File: src/rtl/core/femr_pkg.sv
// ----------------------------------------------------------------------------
// femr_pkg: shared types and constants of the filled ellipse rasterizer
// Command and status bundles between controller and datapath, operation codes
// of the shared multiplier and of the decision update, and result selectors.
// ----------------------------------------------------------------------------
package femr_pkg;

    // Default geometry widths
    localparam int COORD_BITS_DEF  = 12;
    localparam int RADIUS_BITS_DEF = 10;

    // Input item kinds
    localparam logic KIND_START = 1'b0;

    // Result primitive kinds
    localparam logic PRIM_SPAN  = 1'b0;
    localparam logic PRIM_POINT = 1'b1;

    // Operand pairs of the shared multiplier
    typedef enum logic [3:0] {
        MUL_NONE,
        MUL_AA,     // a * a        -> a2
        MUL_BB,     // b * b        -> b2
        MUL_A2B,    // a2 * b       -> t1
        MUL_STEP1,  // b2 * (2x+3) or b2 * (2x+2)  -> t1
        MUL_STEP2,  // a2 * (2-2y) or a2 * (3-2y)  -> t2
        MUL_TST1,   // b2 * (x+1)   -> t1
        MUL_TST2,   // a2 * (2y-1)  -> t2
        MUL_SQX,    // (2x+1)^2     -> t1
        MUL_SQY,    // (y-1)^2      -> t2
        MUL_B2T1,   // b2 * t1      -> t1
        MUL_A2T2,   // a2 * t2      -> t2
        MUL_A2B2    // a2 * b2      -> t3
    } mul_op_t;

    // Decision variable updates
    typedef enum logic [1:0] {
        D_NONE,
        D_START,
        D_STEP,
        D_SWITCH
    } d_op_t;

    // Result selectors, in output order
    localparam int EMIT_SEL_BITS = 3;
    typedef enum logic [EMIT_SEL_BITS-1:0] {
        E_SPAN_UP,
        E_SPAN_DN,
        E_PT_PP,
        E_PT_PM,
        E_PT_MM,
        E_PT_MP
    } emit_sel_t;

    // Controller to datapath
    typedef struct packed {
        logic      load;
        mul_op_t   mul_op;
        d_op_t     d_op;
        logic      fin;
        logic      emit;
        emit_sel_t emit_sel;
    } cmd_t;

    // Datapath to controller
    typedef struct packed {
        logic active;
        logic region_two;
        logic switch_due;
        logic out_free;
    } status_t;

endpackage

File: src/rtl/core/femr_ctrl.sv
// ----------------------------------------------------------------------------
// femr_ctrl: sequencer of the filled ellipse rasterizer
// Takes input words, steps the datapath through the multiplier schedule of
// one iteration and releases the six result words of the item.
// ----------------------------------------------------------------------------
module femr_ctrl (
    input  logic              aclk,
    input  logic              aresetn,
    input  logic              s_tvalid,
    output logic              s_tready,
    input  logic              s_kind,
    input  femr_pkg::status_t status,
    output femr_pkg::cmd_t    cmd
);
    import femr_pkg::*;

    typedef enum logic [18:0] {
        S_IDLE   = 19'h00001,
        S_AA     = 19'h00002,
        S_BB     = 19'h00004,
        S_A2B    = 19'h00008,
        S_DSTART = 19'h00010,
        S_STEP1  = 19'h00020,
        S_STEP2  = 19'h00040,
        S_DSTEP  = 19'h00080,
        S_TST1   = 19'h00100,
        S_TST2   = 19'h00200,
        S_CHECK  = 19'h00400,
        S_SQX    = 19'h00800,
        S_SQY    = 19'h01000,
        S_B2T1   = 19'h02000,
        S_A2T2   = 19'h04000,
        S_A2B2   = 19'h08000,
        S_DSW    = 19'h10000,
        S_FIN    = 19'h20000,
        S_EMIT   = 19'h40000
    } state_t;

    state_t    state_reg, state_next;
    emit_sel_t idx_reg, idx_next;

    // Next state and command decode
    always_comb begin
        state_next   = state_reg;
        idx_next     = idx_reg;
        s_tready     = 1'b0;
        cmd          = '0;
        cmd.emit_sel = idx_reg;
        unique case (state_reg)
            S_IDLE: begin
                s_tready = 1'b1;
                if (s_tvalid) begin
                    if (s_kind == KIND_START) begin
                        cmd.load   = 1'b1;
                        state_next = S_AA;
                    end else if (status.active) begin
                        state_next = S_STEP1;
                    end
                end
            end
            S_AA: begin
                cmd.mul_op = MUL_AA;
                state_next = S_BB;
            end
            S_BB: begin
                cmd.mul_op = MUL_BB;
                state_next = S_A2B;
            end
            S_A2B: begin
                cmd.mul_op = MUL_A2B;
                state_next = S_DSTART;
            end
            S_DSTART: begin
                cmd.d_op   = D_START;
                state_next = S_TST1;
            end
            S_STEP1: begin
                cmd.mul_op = MUL_STEP1;
                state_next = S_STEP2;
            end
            S_STEP2: begin
                cmd.mul_op = MUL_STEP2;
                state_next = S_DSTEP;
            end
            S_DSTEP: begin
                cmd.d_op   = D_STEP;
                state_next = status.region_two ? S_FIN : S_TST1;
            end
            S_TST1: begin
                cmd.mul_op = MUL_TST1;
                state_next = S_TST2;
            end
            S_TST2: begin
                cmd.mul_op = MUL_TST2;
                state_next = S_CHECK;
            end
            S_CHECK: begin
                state_next = status.switch_due ? S_SQX : S_FIN;
            end
            S_SQX: begin
                cmd.mul_op = MUL_SQX;
                state_next = S_SQY;
            end
            S_SQY: begin
                cmd.mul_op = MUL_SQY;
                state_next = S_B2T1;
            end
            S_B2T1: begin
                cmd.mul_op = MUL_B2T1;
                state_next = S_A2T2;
            end
            S_A2T2: begin
                cmd.mul_op = MUL_A2T2;
                state_next = S_A2B2;
            end
            S_A2B2: begin
                cmd.mul_op = MUL_A2B2;
                state_next = S_DSW;
            end
            S_DSW: begin
                cmd.d_op   = D_SWITCH;
                state_next = S_FIN;
            end
            S_FIN: begin
                cmd.fin    = 1'b1;
                idx_next   = E_SPAN_UP;
                state_next = S_EMIT;
            end
            S_EMIT: begin
                // hand one result word to the output register when it has room
                if (status.out_free) begin
                    cmd.emit = 1'b1;
                    if (idx_reg == E_PT_MP) begin
                        state_next = S_IDLE;
                    end else begin
                        idx_next = emit_sel_t'(idx_reg + 1'b1);
                    end
                end
            end
            default: begin
                state_next = S_IDLE;
            end
        endcase
    end

    // State registers
    always_ff @(posedge aclk) begin
        if (!aresetn) begin
            state_reg <= S_IDLE;
            idx_reg   <= E_SPAN_UP;
        end else begin
            state_reg <= state_next;
            idx_reg   <= idx_next;
        end
    end

endmodule

File: src/rtl/core/femr_dpath.sv
// ----------------------------------------------------------------------------
// femr_dpath: datapath of the filled ellipse rasterizer
// Holds the walk state, one shared multiplier with product registers, the
// decision update, the result geometry and the output register.
// ----------------------------------------------------------------------------
module femr_dpath #(
    parameter int COORD_BITS  = femr_pkg::COORD_BITS_DEF,
    parameter int RADIUS_BITS = femr_pkg::RADIUS_BITS_DEF
) (
    input  logic                          aclk,
    input  logic                          aresetn,
    input  femr_pkg::cmd_t                cmd,
    output femr_pkg::status_t             status,
    input  logic signed [COORD_BITS-1:0]  in_center_x,
    input  logic signed [COORD_BITS-1:0]  in_center_y,
    input  logic [RADIUS_BITS-1:0]        in_radius_x,
    input  logic [RADIUS_BITS-1:0]        in_radius_y,
    input  logic                          out_ready,
    output logic                          out_valid,
    output logic                          out_prim_kind,
    output logic signed [COORD_BITS:0]    out_x_left,
    output logic signed [COORD_BITS:0]    out_x_right,
    output logic signed [COORD_BITS:0]    out_row,
    output logic                          out_last,
    output logic                          out_done
);
    import femr_pkg::*;

    localparam int C  = COORD_BITS;
    localparam int R  = RADIUS_BITS;
    localparam int S  = R + 1;          // quadrant point
    localparam int O  = C + 1;          // result coordinates
    localparam int AW = 2 * R;          // unsigned multiplier operand
    localparam int BW = 2 * R + 6;      // signed multiplier operand
    localparam int PW = AW + 1 + BW;    // product
    localparam int DW = 4 * R + 8;      // decision variable

    // Walk state
    logic signed [C-1:0]  cx_reg, cy_reg;
    logic [R-1:0]         a_reg, b_reg;
    logic [AW-1:0]        a2_reg, b2_reg;
    logic [S-1:0]         x_reg, y_reg;
    logic signed [DW-1:0] d_reg, t1_reg, t2_reg, t3_reg;
    logic                 region_two_reg, active_reg, near_reg, done_reg;

    // Output register
    logic                 out_valid_reg, out_kind_reg, out_last_reg, out_done_reg;
    logic signed [O-1:0]  out_xl_reg, out_xr_reg, out_row_reg;

    // Multiplier
    logic [AW-1:0]        mul_a;
    logic signed [BW-1:0] mul_b, x_b, y_b;
    logic [S:0]           x2p1;
    logic [S-1:0]         ym1;
    logic signed [PW-1:0] prod;
    logic signed [DW-1:0] prod_d;

    // Decision update
    logic signed [DW-1:0] a2_d, b2_d, t1x4, t2x4, t3x4, step_inc;
    logic signed [DW-1:0] d_start, d_switch;
    logic                 branch, finish;
    logic [S-1:0]         x_step, y_step;

    // Result geometry
    logic signed [O-1:0]  cxo, cyo, xo, yo, row_up, row_dn;
    logic                 res_kind;
    logic signed [O-1:0]  res_xl, res_xr, res_row;
    logic                 out_free;

    // Select multiplier operands
    always_comb begin
        x_b  = BW'(x_reg);
        y_b  = BW'(y_reg);
        x2p1 = {x_reg, 1'b1};
        ym1  = (y_reg == '0) ? S'(1) : y_reg - S'(1);
        unique case (cmd.mul_op)
            MUL_AA: begin
                mul_a = AW'(a_reg);
                mul_b = BW'(a_reg);
            end
            MUL_BB: begin
                mul_a = AW'(b_reg);
                mul_b = BW'(b_reg);
            end
            MUL_A2B: begin
                mul_a = a2_reg;
                mul_b = BW'(b_reg);
            end
            MUL_STEP1: begin
                mul_a = b2_reg;
                mul_b = x_b + x_b + (region_two_reg ? BW'(2) : BW'(3));
            end
            MUL_STEP2: begin
                mul_a = a2_reg;
                mul_b = (region_two_reg ? BW'(3) : BW'(2)) - y_b - y_b;
            end
            MUL_TST1: begin
                mul_a = b2_reg;
                mul_b = x_b + BW'(1);
            end
            MUL_TST2: begin
                mul_a = a2_reg;
                mul_b = y_b + y_b - BW'(1);
            end
            MUL_SQX: begin
                mul_a = AW'(x2p1);
                mul_b = BW'(x2p1);
            end
            MUL_SQY: begin
                mul_a = AW'(ym1);
                mul_b = BW'(ym1);
            end
            MUL_B2T1: begin
                mul_a = b2_reg;
                mul_b = t1_reg[BW-1:0];
            end
            MUL_A2T2: begin
                mul_a = a2_reg;
                mul_b = t2_reg[BW-1:0];
            end
            MUL_A2B2: begin
                mul_a = a2_reg;
                mul_b = BW'(b2_reg);
            end
            default: begin
                mul_a = '0;
                mul_b = '0;
            end
        endcase
        prod   = $signed({1'b0, mul_a}) * mul_b;
        prod_d = {{(DW - PW){prod[PW-1]}}, prod};
    end

    // Work out the decision step, the region test and the new point
    always_comb begin
        a2_d     = DW'(a2_reg);
        b2_d     = DW'(b2_reg);
        t1x4     = t1_reg <<< 2;
        t2x4     = t2_reg <<< 2;
        t3x4     = t3_reg <<< 2;
        branch   = region_two_reg ? (d_reg <= 0) : (d_reg < 0);
        if (region_two_reg) begin
            step_inc = branch ? (t1x4 + t2x4) : t2x4;
        end else begin
            step_inc = branch ? t1x4 : (t1x4 + t2x4);
        end
        x_step   = (!region_two_reg || branch) ? x_reg + S'(1) : x_reg;
        y_step   = (region_two_reg || !branch) ? y_reg - S'(1) : y_reg;
        d_start  = (b2_d <<< 2) - t1x4 + a2_d;
        d_switch = t1_reg + t2x4 - t3x4;
        finish   = region_two_reg && (y_reg == '0);
        out_free = !out_valid_reg || out_ready;
    end

    // Form the selected result word
    always_comb begin
        cxo    = {cx_reg[C-1], cx_reg};
        cyo    = {cy_reg[C-1], cy_reg};
        xo     = O'(x_reg);
        yo     = O'(y_reg);
        row_up = near_reg ? cyo + yo : cyo + yo - O'(1);
        row_dn = near_reg ? cyo - yo : cyo - yo + O'(1);
        unique case (cmd.emit_sel)
            E_SPAN_UP: begin
                res_kind = PRIM_SPAN;
                res_xl   = cxo - xo;
                res_xr   = cxo + xo;
                res_row  = row_up;
            end
            E_SPAN_DN: begin
                res_kind = PRIM_SPAN;
                res_xl   = cxo - xo;
                res_xr   = cxo + xo;
                res_row  = row_dn;
            end
            E_PT_PP: begin
                res_kind = PRIM_POINT;
                res_xl   = cxo + xo;
                res_xr   = cxo + xo;
                res_row  = cyo + yo;
            end
            E_PT_PM: begin
                res_kind = PRIM_POINT;
                res_xl   = cxo + xo;
                res_xr   = cxo + xo;
                res_row  = cyo - yo;
            end
            E_PT_MM: begin
                res_kind = PRIM_POINT;
                res_xl   = cxo - xo;
                res_xr   = cxo - xo;
                res_row  = cyo - yo;
            end
            E_PT_MP: begin
                res_kind = PRIM_POINT;
                res_xl   = cxo - xo;
                res_xr   = cxo - xo;
                res_row  = cyo + yo;
            end
            default: begin
                res_kind = PRIM_SPAN;
                res_xl   = '0;
                res_xr   = '0;
                res_row  = '0;
            end
        endcase
    end

    // Control state: activity, region and output valid
    always_ff @(posedge aclk) begin
        if (!aresetn) begin
            active_reg     <= 1'b0;
            region_two_reg <= 1'b0;
            out_valid_reg  <= 1'b0;
        end else begin
            if (cmd.load) begin
                active_reg     <= 1'b1;
                region_two_reg <= 1'b0;
            end else if (cmd.d_op == D_SWITCH) begin
                region_two_reg <= 1'b1;
            end
            if (cmd.fin && finish) begin
                active_reg <= 1'b0;
            end
            if (cmd.emit) begin
                out_valid_reg <= 1'b1;
            end else if (out_ready) begin
                out_valid_reg <= 1'b0;
            end
        end
    end

    // Payload: loaded ellipse, products, decision and point
    always_ff @(posedge aclk) begin
        if (cmd.load) begin
            cx_reg <= in_center_x;
            cy_reg <= in_center_y;
            a_reg  <= in_radius_x;
            b_reg  <= in_radius_y;
            x_reg  <= '0;
            y_reg  <= S'(in_radius_y);
        end
        case (cmd.mul_op)
            MUL_AA:                                        a2_reg <= prod[AW-1:0];
            MUL_BB:                                        b2_reg <= prod[AW-1:0];
            MUL_A2B, MUL_STEP1, MUL_TST1, MUL_SQX, MUL_B2T1: t1_reg <= prod_d;
            MUL_STEP2, MUL_TST2, MUL_SQY, MUL_A2T2:        t2_reg <= prod_d;
            MUL_A2B2:                                      t3_reg <= prod_d;
            default: ;
        endcase
        unique case (cmd.d_op)
            D_START: begin
                d_reg    <= d_start;
                near_reg <= 1'b0;
            end
            D_STEP: begin
                d_reg    <= d_reg + step_inc;
                x_reg    <= x_step;
                y_reg    <= y_step;
                near_reg <= region_two_reg && (y_step <= S'(1));
            end
            D_SWITCH: begin
                d_reg <= d_switch;
            end
            default: ;
        endcase
        if (cmd.fin) begin
            done_reg <= finish;
        end
        if (cmd.emit) begin
            out_kind_reg <= res_kind;
            out_xl_reg   <= res_xl;
            out_xr_reg   <= res_xr;
            out_row_reg  <= res_row;
            out_last_reg <= (cmd.emit_sel == E_PT_MP);
            out_done_reg <= done_reg;
        end
    end

    assign status.active     = active_reg;
    assign status.region_two = region_two_reg;
    assign status.switch_due = !region_two_reg && !((t1_reg <<< 1) < t2_reg);
    assign status.out_free   = out_free;

    assign out_valid     = out_valid_reg;
    assign out_prim_kind = out_kind_reg;
    assign out_x_left    = out_xl_reg;
    assign out_x_right   = out_xr_reg;
    assign out_row       = out_row_reg;
    assign out_last      = out_last_reg;
    assign out_done      = out_done_reg;

endmodule

File: src/rtl/core/filled_ellipse_midpoint_rasterizer.sv
// ----------------------------------------------------------------------------
// filled_ellipse_midpoint_rasterizer: midpoint ellipse fill and outline
// Input word on s_*: tuser is the kind (0 start, 1 advance); tdata carries
// centre and radii, read on a start only. Each start, and each advance while
// an ellipse is in progress, yields six words on m_*: two fill spans, then
// four mirrored outline points. tlast marks the sixth word; tuser[1] is set
// on all six words of the item that completes the ellipse. An advance with
// no ellipse in progress is taken and yields nothing.
// Timing: the block takes no new input word until all six result words of
// the item have gone to the output register. A start, an advance in region
// one, an advance in region two and an item that moves the walk into region
// two each take their own path through the schedule. The pace is set by one
// shared multiplier, used once per cycle through the schedule of the
// decision update and region test, and by the six-word output sequence.
// The output register lets the next input word be taken while the last
// result word still waits. When the receiver stalls the sequence halts on
// the held word; nothing is lost. Reset drops any ellipse in progress and
// empties the output register; the block is ready once reset is released.
// ----------------------------------------------------------------------------
module filled_ellipse_midpoint_rasterizer #(
    parameter int COORD_BITS  = femr_pkg::COORD_BITS_DEF,
    parameter int RADIUS_BITS = femr_pkg::RADIUS_BITS_DEF
) (
    input  logic aclk,
    input  logic aresetn,
    input  logic s_tvalid,
    output logic s_tready,
    // center_x, center_y, radius_x, radius_y, zero padding
    input  logic [((2*COORD_BITS+2*RADIUS_BITS+7)/8)*8-1:0] s_tdata,
    // kind
    input  logic s_tuser,
    output logic m_tvalid,
    input  logic m_tready,
    // x_left, x_right, row, zero padding
    output logic [((3*(COORD_BITS+1)+7)/8)*8-1:0] m_tdata,
    // prim_kind, done_res
    output logic [1:0] m_tuser,
    output logic m_tlast
);
    import femr_pkg::*;

    localparam int C       = COORD_BITS;
    localparam int R       = RADIUS_BITS;
    localparam int OUT_TDW = ((3 * (C + 1) + 7) / 8) * 8;

    cmd_t    cmd;
    status_t status;

    logic                signed_kind_unused;
    logic                out_prim_kind, out_last, out_done;
    logic signed [C:0]   out_x_left, out_x_right, out_row;

    assign signed_kind_unused = s_tuser;

    femr_ctrl u_ctrl (
        .aclk     (aclk),
        .aresetn  (aresetn),
        .s_tvalid (s_tvalid),
        .s_tready (s_tready),
        .s_kind   (signed_kind_unused),
        .status   (status),
        .cmd      (cmd)
    );

    femr_dpath #(
        .COORD_BITS  (COORD_BITS),
        .RADIUS_BITS (RADIUS_BITS)
    ) u_dpath (
        .aclk          (aclk),
        .aresetn       (aresetn),
        .cmd           (cmd),
        .status        (status),
        .in_center_x   (s_tdata[C-1:0]),
        .in_center_y   (s_tdata[2*C-1:C]),
        .in_radius_x   (s_tdata[2*C+R-1:2*C]),
        .in_radius_y   (s_tdata[2*C+2*R-1:2*C+R]),
        .out_ready     (m_tready),
        .out_valid     (m_tvalid),
        .out_prim_kind (out_prim_kind),
        .out_x_left    (out_x_left),
        .out_x_right   (out_x_right),
        .out_row       (out_row),
        .out_last      (out_last),
        .out_done      (out_done)
    );

    // Pack the result word
    assign m_tdata = OUT_TDW'({out_row, out_x_right, out_x_left});
    assign m_tuser = {out_done, out_prim_kind};
    assign m_tlast = out_last;

endmodule

File: config.mk
export PLATFORM = sky130hd
export DESIGN_NAME = filled_ellipse_midpoint_rasterizer
export DESIGN_NICKNAME = d
export VERILOG_FILES = /design/src/rtl/core/femr_pkg.sv /design/src/rtl/core/femr_ctrl.sv /design/src/rtl/core/femr_dpath.sv /design/src/rtl/core/filled_ellipse_midpoint_rasterizer.sv
export SDC_FILE = /design/constraint.sdc
export NUM_CORES = 2
export LEC_CHECK = 0
export BUFFER_PORTS_ARGS = -buffer_cell sky130_fd_sc_hd__buf_4
export CORE_ASPECT_RATIO = 1.25
export CORE_UTILIZATION = 25
export CTS_CLUSTER_DIAMETER = 50
export DETAILED_ROUTE_END_ITERATION = 8
export PLACE_DENSITY = 0.47
export SLEW_MARGIN = 40
export SYNTH_ARGS = -nofsm -noshare
export SYNTH_HDL_FRONTEND = slang
export SYNTH_SLANG_ARGS = --single-unit
export TNS_END_PERCENT = 50
File: constraint.sdc
create_clock -name aclk -period 20.3 [get_ports aclk]
set_input_delay 6.09 -clock aclk [delete_from_list [all_inputs] [get_ports aclk]]
set_output_delay 6.09 -clock aclk [all_outputs]
set_load 0.02 [all_outputs]
======== Word-level counts from Yosys, hierarchy flattened ========
Cells that the tools add are included.
W data, S select, Z words.
cells by class
  add/subtract/negate cells ............... 22
  reductions and logical operators ........ 35
  magnitude comparators ................... 4
  multiply operators ...................... 1
  bitwise logic cells ..................... 1
  multiplexer cells ....................... 45
  eq/ne operators ......................... 45
operators by type and width
  operator               count
  $pmux W19 S19          1
  $pmux W26 S11          1
  $mux W48               3
  $pmux W48 S3           1
  $pmux W20 S6           1
  $add A48 B48 Y48       2
  $mux W19               5
  $mux W11               7
  $pmux W13 S2           2
  $pmux W13 S4           1
  $sub A26 B12 Y26       2
  $add A47 B48 Y48       1
  $add A48 B21 Y48       1
  $le A48 B1 Y1 const B  1
  $lt A48 B1 Y1 const B  1
  $lt A48 B47 Y1         1
  $pmux W4 S12           1
  $sub A23 B48 Y48       1
  $sub A48 B48 Y48       1
  $mul A21 B26 Y47       1
  $mux W18               2
  $add A12 B12 Y13       2
  $add A26 B26 Y26       1
  $mux W13               2
  other kinds (61)       111
word-level totals
  flip-flop bits (word level) ............. 363
  bits of input ports ..................... 53
  word-level logic and storage cells ...... 178

======== Depth between registers and ports, before layout ========
  depth in word-level cells ............... 8
  mapped depth ............................ 39

======== Cells and area by module ========
A second synthesis with hierarchy kept.
unflattened totals
  cell total of the unflattened synthesis .. 5634
  area, all modules ....................... 50505.9 µm²
by module, submodules not included
  module                              cells an instance  area an instance (µm²)  seq. area each (µm²)  times used
  femr_dpath                          5465               49109.6                 10209.8               1
  femr_ctrl                           165                1370.1                  440.4                 1
  filled_ellipse_midpoint_rasterizer  4                  26.3                    0.0                   1

======== Least setup slack after synthesis ========
OpenSTA, ideal clock, no wires.
  path type ............................... reg2reg
  start ................................... reg u_ctrl.state_reg[7]
  end ..................................... reg u_dpath.t1_reg[40] (data pin)
  period minus slack after synthesis ...... 10.070 ns
  arrival time ............................ 9.802 ns
  stages on the path, launching flop included .. 36
  slack ................................... 10.230 ns
  buffers on the path ..................... 4
  library setup time ...................... 0.269 ns
  cell sequence ........................... dfxtp_1 -> nor4_1 -> nand2_1 -> nor3_4 -> and4b_1 -> clkbuf_1 -> clkbuf_1 -> a22oi_1 -> nand4_1 -> clkbuf_1 -> nand2_1 -> fa_1 -> inv_1 -> fa_1 -> inv_1 -> fa_1 -> inv_1 -> fa_1 -> inv_1 -> fa_1 -> inv_1 -> fa_1 -> fa_1 -> ha_1 -> clkbuf_1 -> and4_1 -> nand3_1 -> nor2_1 -> a221o_1 -> o31a_1 -> nor3_2 -> a31oi_1 -> o22ai_2 -> nand2b_1 -> a21oi_1 -> xnor2_1
between the ends
  longest elaborated chain between the ends .. 6
  elaborated cells between the ends (all ways) .. 31
ends and longest elaborated chain
  element                                             RTL line           text
  start, declared                                     femr_ctrl.sv:39    state_t state_reg, state_next;
  start signal, assigned                              femr_ctrl.sv:152   state_reg <= state_next;
  $eq A19 B16 Y1 (tied with other cells)              femr_ctrl.sv:49    unique case (state_reg)
  $pmux W4 S12 (*)                                    femr_ctrl.sv:49
  $eq A4 B2 Y1 (tied with other cells)                femr_dpath.sv:76   unique case (cmd.mul_op)
  $reduce_or A5 Y1 (no line) (tied with other cells)  n/a
  $pmux W20 S6 or $pmux W26 S11 (tied branches)       femr_dpath.sv:76
  $mul A21 B26 Y47 (*)                                femr_dpath.sv:130  prod = $signed({1'b0, mul_a}) * mul_b;
  named net u_dpath.prod[40]                          femr_dpath.sv:55   logic signed [PW-1:0] prod;
  end signal, assigned                                femr_dpath.sv:246  MUL_A2B, MUL_STEP1, MUL_TST1, MUL_SQX, MUL_B2T1: t1_reg <= prod_d;
  end, declared                                       femr_dpath.sv:43   logic signed [DW-1:0] d_reg, t1_reg, t2_reg, t3_reg;
The timed path passes the listed nets; every way through them passes the cells marked *.
A chain may end at the register's enable or synchronous reset.

======== Final worst setup path ========
  start ................................... reg u_ctrl.state_reg[7]
  end ..................................... reg u_dpath.t3_reg[42] (data pin)
between the ends
  longest elaborated chain between the ends .. 6
  elaborated cells between the ends (all ways) .. 31
ends and longest elaborated chain
  element                                             RTL line           text
  $eq A19 B16 Y1 (tied with other cells)              femr_ctrl.sv:49
  $pmux W4 S12 (*)                                    femr_ctrl.sv:49
  $eq A4 B2 Y1 (tied with other cells)                femr_dpath.sv:76
  $reduce_or A5 Y1 (no line) (tied with other cells)  n/a
  $pmux W20 S6 or $pmux W26 S11 (tied branches)       femr_dpath.sv:76
  $mul A21 B26 Y47 (*)                                femr_dpath.sv:130
  named net u_dpath.prod[42]                          femr_dpath.sv:55
  end signal, assigned                                femr_dpath.sv:248  MUL_A2B2: t3_reg <= prod_d;
  end, declared                                       femr_dpath.sv:43
Marked as above.

==> key figures <==
Clock network
  • # hold bufs at CTS: 0
  • CTS Buffer Depth: 3
  • Skew-Pair Late Insertion Delay: 0.62 ns
  • Clock sink count: 363
  • H-tree depth: 2
  • CTS tree: yes
  • Post-CTS setup buffers: 0
  • Total CTS buffers: 41
  • Post-cts sizing count: 0
  • Clk root buf: clkbuf_16
  • Reg clk slew, reported paths: 0.07 ns

STA
  • Setup TNS: 0 ns
  • Final hold violations: 0
  • Final-report max-slew violation count: 0
  • RSZ-0062 raised after global routing: no
  • Final setup viols: 0
  • Fin crit share: 55.0%
  • Clock Skews: 0.0416 ns
  • Fmax achieved: 89.6 MHz
  • Worst slew margin: 41.3%
  • Worst-Margin Slew: 0.881 ns
  • Period minus WS final: 11.16 ns

Route
  • DR iter-0 viols: 2469
  • Routed Antenna Nets: 0
  • WL/cell: 20.2 microns
  • Vias: 39300
  • DRT Pass-1 Iters: 5
  • Final routed DRC violation total: 0
  • Final WL: 164 mm
  • Vias per std cell: 4.86

Worst hold path
  • Hold Path Class: reg2reg
  • Hold Path Origin: u_dpath.done_reg

Worst setup path
  • Worst setup path category: reg2reg
  • Critical Path Source: u_ctrl.state_reg[7]
  • Critical path's top delay family: adder cells
  • Worst path required time: 20.64 ns
  • Setup slack, reg-to-reg: 9.14 ns
  • Critical path's most frequent cell: fa_1
  • Setup crit end kind: flop
  • Number of cells on the worst reg-to-reg path: 35
  • WP buf/inv: 7
  • R2r endpoint: u_dpath.t3_reg[42]
  • CP startpoint kind: flop
  • Max incr delay on CP: 0.56 ns
  • WP depth: 35
  • Worst path arrival time: 11.50 ns
  • Slowest cell on crit path: nand3_2
  • R2r startpoint: u_ctrl.state_reg[7]
  • Worst Setup EP: u_dpath.t3_reg[42]
  • Worst-path fanout max: 31

Placement
  • Post-DP HPWL: 134 mm
  • Dpl cell area: 0.0532 sq mm
  • Number of port buffers: 92
  • DP Cell Count: 8020
  • Placer Congestion: 0.883

Yosys
  • Post-synthesis net count: 6533
  • Yosys top cell area share: 24.1%
  • Most area-consuming cells after synthesis: fa_1 24%, edfxtp_1 20%, ha_1 9.8%, inv_1 6.8%, nand2_1 4.4%
  • Largest family of logic cells by synthesized area: adder cells
  • Synth Area in Adders: 33.9%
  • Post-Syn Instances: 5496
  • Mapped Avg Cell Area: 9.01 sq um
  • Mapped Area: 0.0495 sq mm
  • Post-synth cell types: 108
  • Top_reg_cell synth: edfxtp_1
  • Yosys top cell by area: fa_1
  • Fraction of synthesized area in multiplexers: 0.392%
  • Synth Area in Simple Gates: 14.2%
  • Ys async rst share: 0%
  • Number of synthesized flops with an enable pin: 338
  • Syn. warnings: 0
  • Register area share after synthesis: 21.5%
  • Xor/xnor share of the synthesized area: 5.20%
  • Synth Area in Compound Gates: 16.0%
  • Synth Register Bits: 363

Floorplan
  • Die W: 400 microns
  • Die Y: 500 microns
  • Placeable Area: 0.197 sq mm
  • Initial core utilization: 25.2%
  • Core Rows: 182
  • Area of the die: 0.200 sq mm
  • IO Pins: 98

Layout
  • Number of fill cells: 21000
  • Post-Layout Cell Count: 8097
  • Area added between synthesis and finish: 10.3%
  • Final net count: 6524
  • Final core occ: 27.8%
  • Design Area, Final: 0.0546 sq mm
  • Max reg flops: 48
  • Fraction of layout cells with a size suffix above 1: 6.16%

Power and ir drop
  • Overall Power: 1970 uW
  • Leakage power: 0.0244 uW
  • P per Cell Area: 36.1 mW/mm^2
  • Max IR drop VDD: 0.0000498 V

GRT
  • Initial antenna violation count: 1
  • Global-route wire length before repair: 247 mm
  • Total grt overflow: 0
  • Largest net degree at the start of global routing: 74
  • Vias in the first global route: 40300
  • Total Routing Usage GR: 16.2%

Job
  • Max_cap viols: 0

Outcome
  • Status: finished clean
==> Yosys cell counts (all sizes together) (49+ instances only) <==
cell / instances
a31oi: 64
buf: 77
nand2: 584
a211oi: 49
nor2: 456
nand3: 77
inv: 898
fa: 596
o21ai: 183
nor3: 66
ha: 388
a221oi: 59
clkbuf: 145
a21o: 144
nand4: 53
xor2: 81
a21oi: 330
xnor2: 213
edfxtp: 338
==> worst register-to-register path: cells and delay by family (launching register included) <==
kind,cells,cell delay (ns)
buffers and inverters,7,1.16
and+or+nand+nor,12,3.24
xor gates and xnor gates,1,0.39
AOI/OAI and AO/OA,7,1.83
DFF,1,0.36
adders and majority gates,8,3.92
==> stage by stage <==
step	hold slack, ns	setup slack [ns]
floorplan	0.400	10.23
global placement	0.429	9.24
detailed placement	0.422	9.22
CTS	0.462	9.14
global route	0.471	8.61
finish	0.450	9.14
==> placed cells by master (no fill, tap or decap), drive strengths merged, types with 64 or more instances in the layout <==
cell type,n
a21oi,330
ha,388
edfxtp,338
a21o,144
a31oi,64
o21ai,183
fa,596
xnor2,213
xor2,81
nand2,584
buf,170
nand3,77
inv,902
nor2,456
nor3,66
==> where the power goes <==
part	switching [uW]	total [uW]	internal, uW	leakage, uW
sequential	21.3	854	833	0.00305
clock	345	780	435	0.000667
combinational	211	336	125	0.0207
total	577	1970	1390	0.0244
==> logic make-up after synthesis <==
kind of cell	Yosys count
DFF	363
xor gates and xnor gates	294
and+or+nand+nor	1538
other	1
muxes	19
adders and majority gates	984
buffers and inverters	1120
AOI/OAI and AO/OA	1177
==> layout make-up <==
class                   count  area [sq um]  share of cell area (%)
diodes                      1          2.50                 0.00458
clock buffers              52          1110                    2.03
clock inverters            24           283                   0.518
inverters                 898          3370                    6.18
multi-input cells        4013         34700                    63.5
flip-flops and latches    363         10700                    19.5
well taps                2576          3220                    5.90
repair buffers            170          1290                    2.36
==> layer usage <==
layer | GRT usage [%] | vias up | share of wire, %
li1 | - | 18400 | -
met1 | 21.6 | 19700 | 44
met2 | 27.5 | 980 | 48
met3 | 1.30 | 181 | 4.2
met4 | 4.86 | 0 | 3.0
met5 | 0 | - | 0
==> worst min path at each step <==
stage | to | slack, ns | cells past startpoint
final | u_dpath.out_done | 0.45 | 0
after floorplan | u_dpath.out_done | 0.40 | 0
after global placement | u_dpath.out_done | 0.43 | 0
after CTS | u_dpath.out_done | 0.46 | 0
after global routing | u_dpath.out_done | 0.47 | 0
after detailed placement | u_dpath.out_done | 0.42 | 0
(Power assumes the default switching activity.)
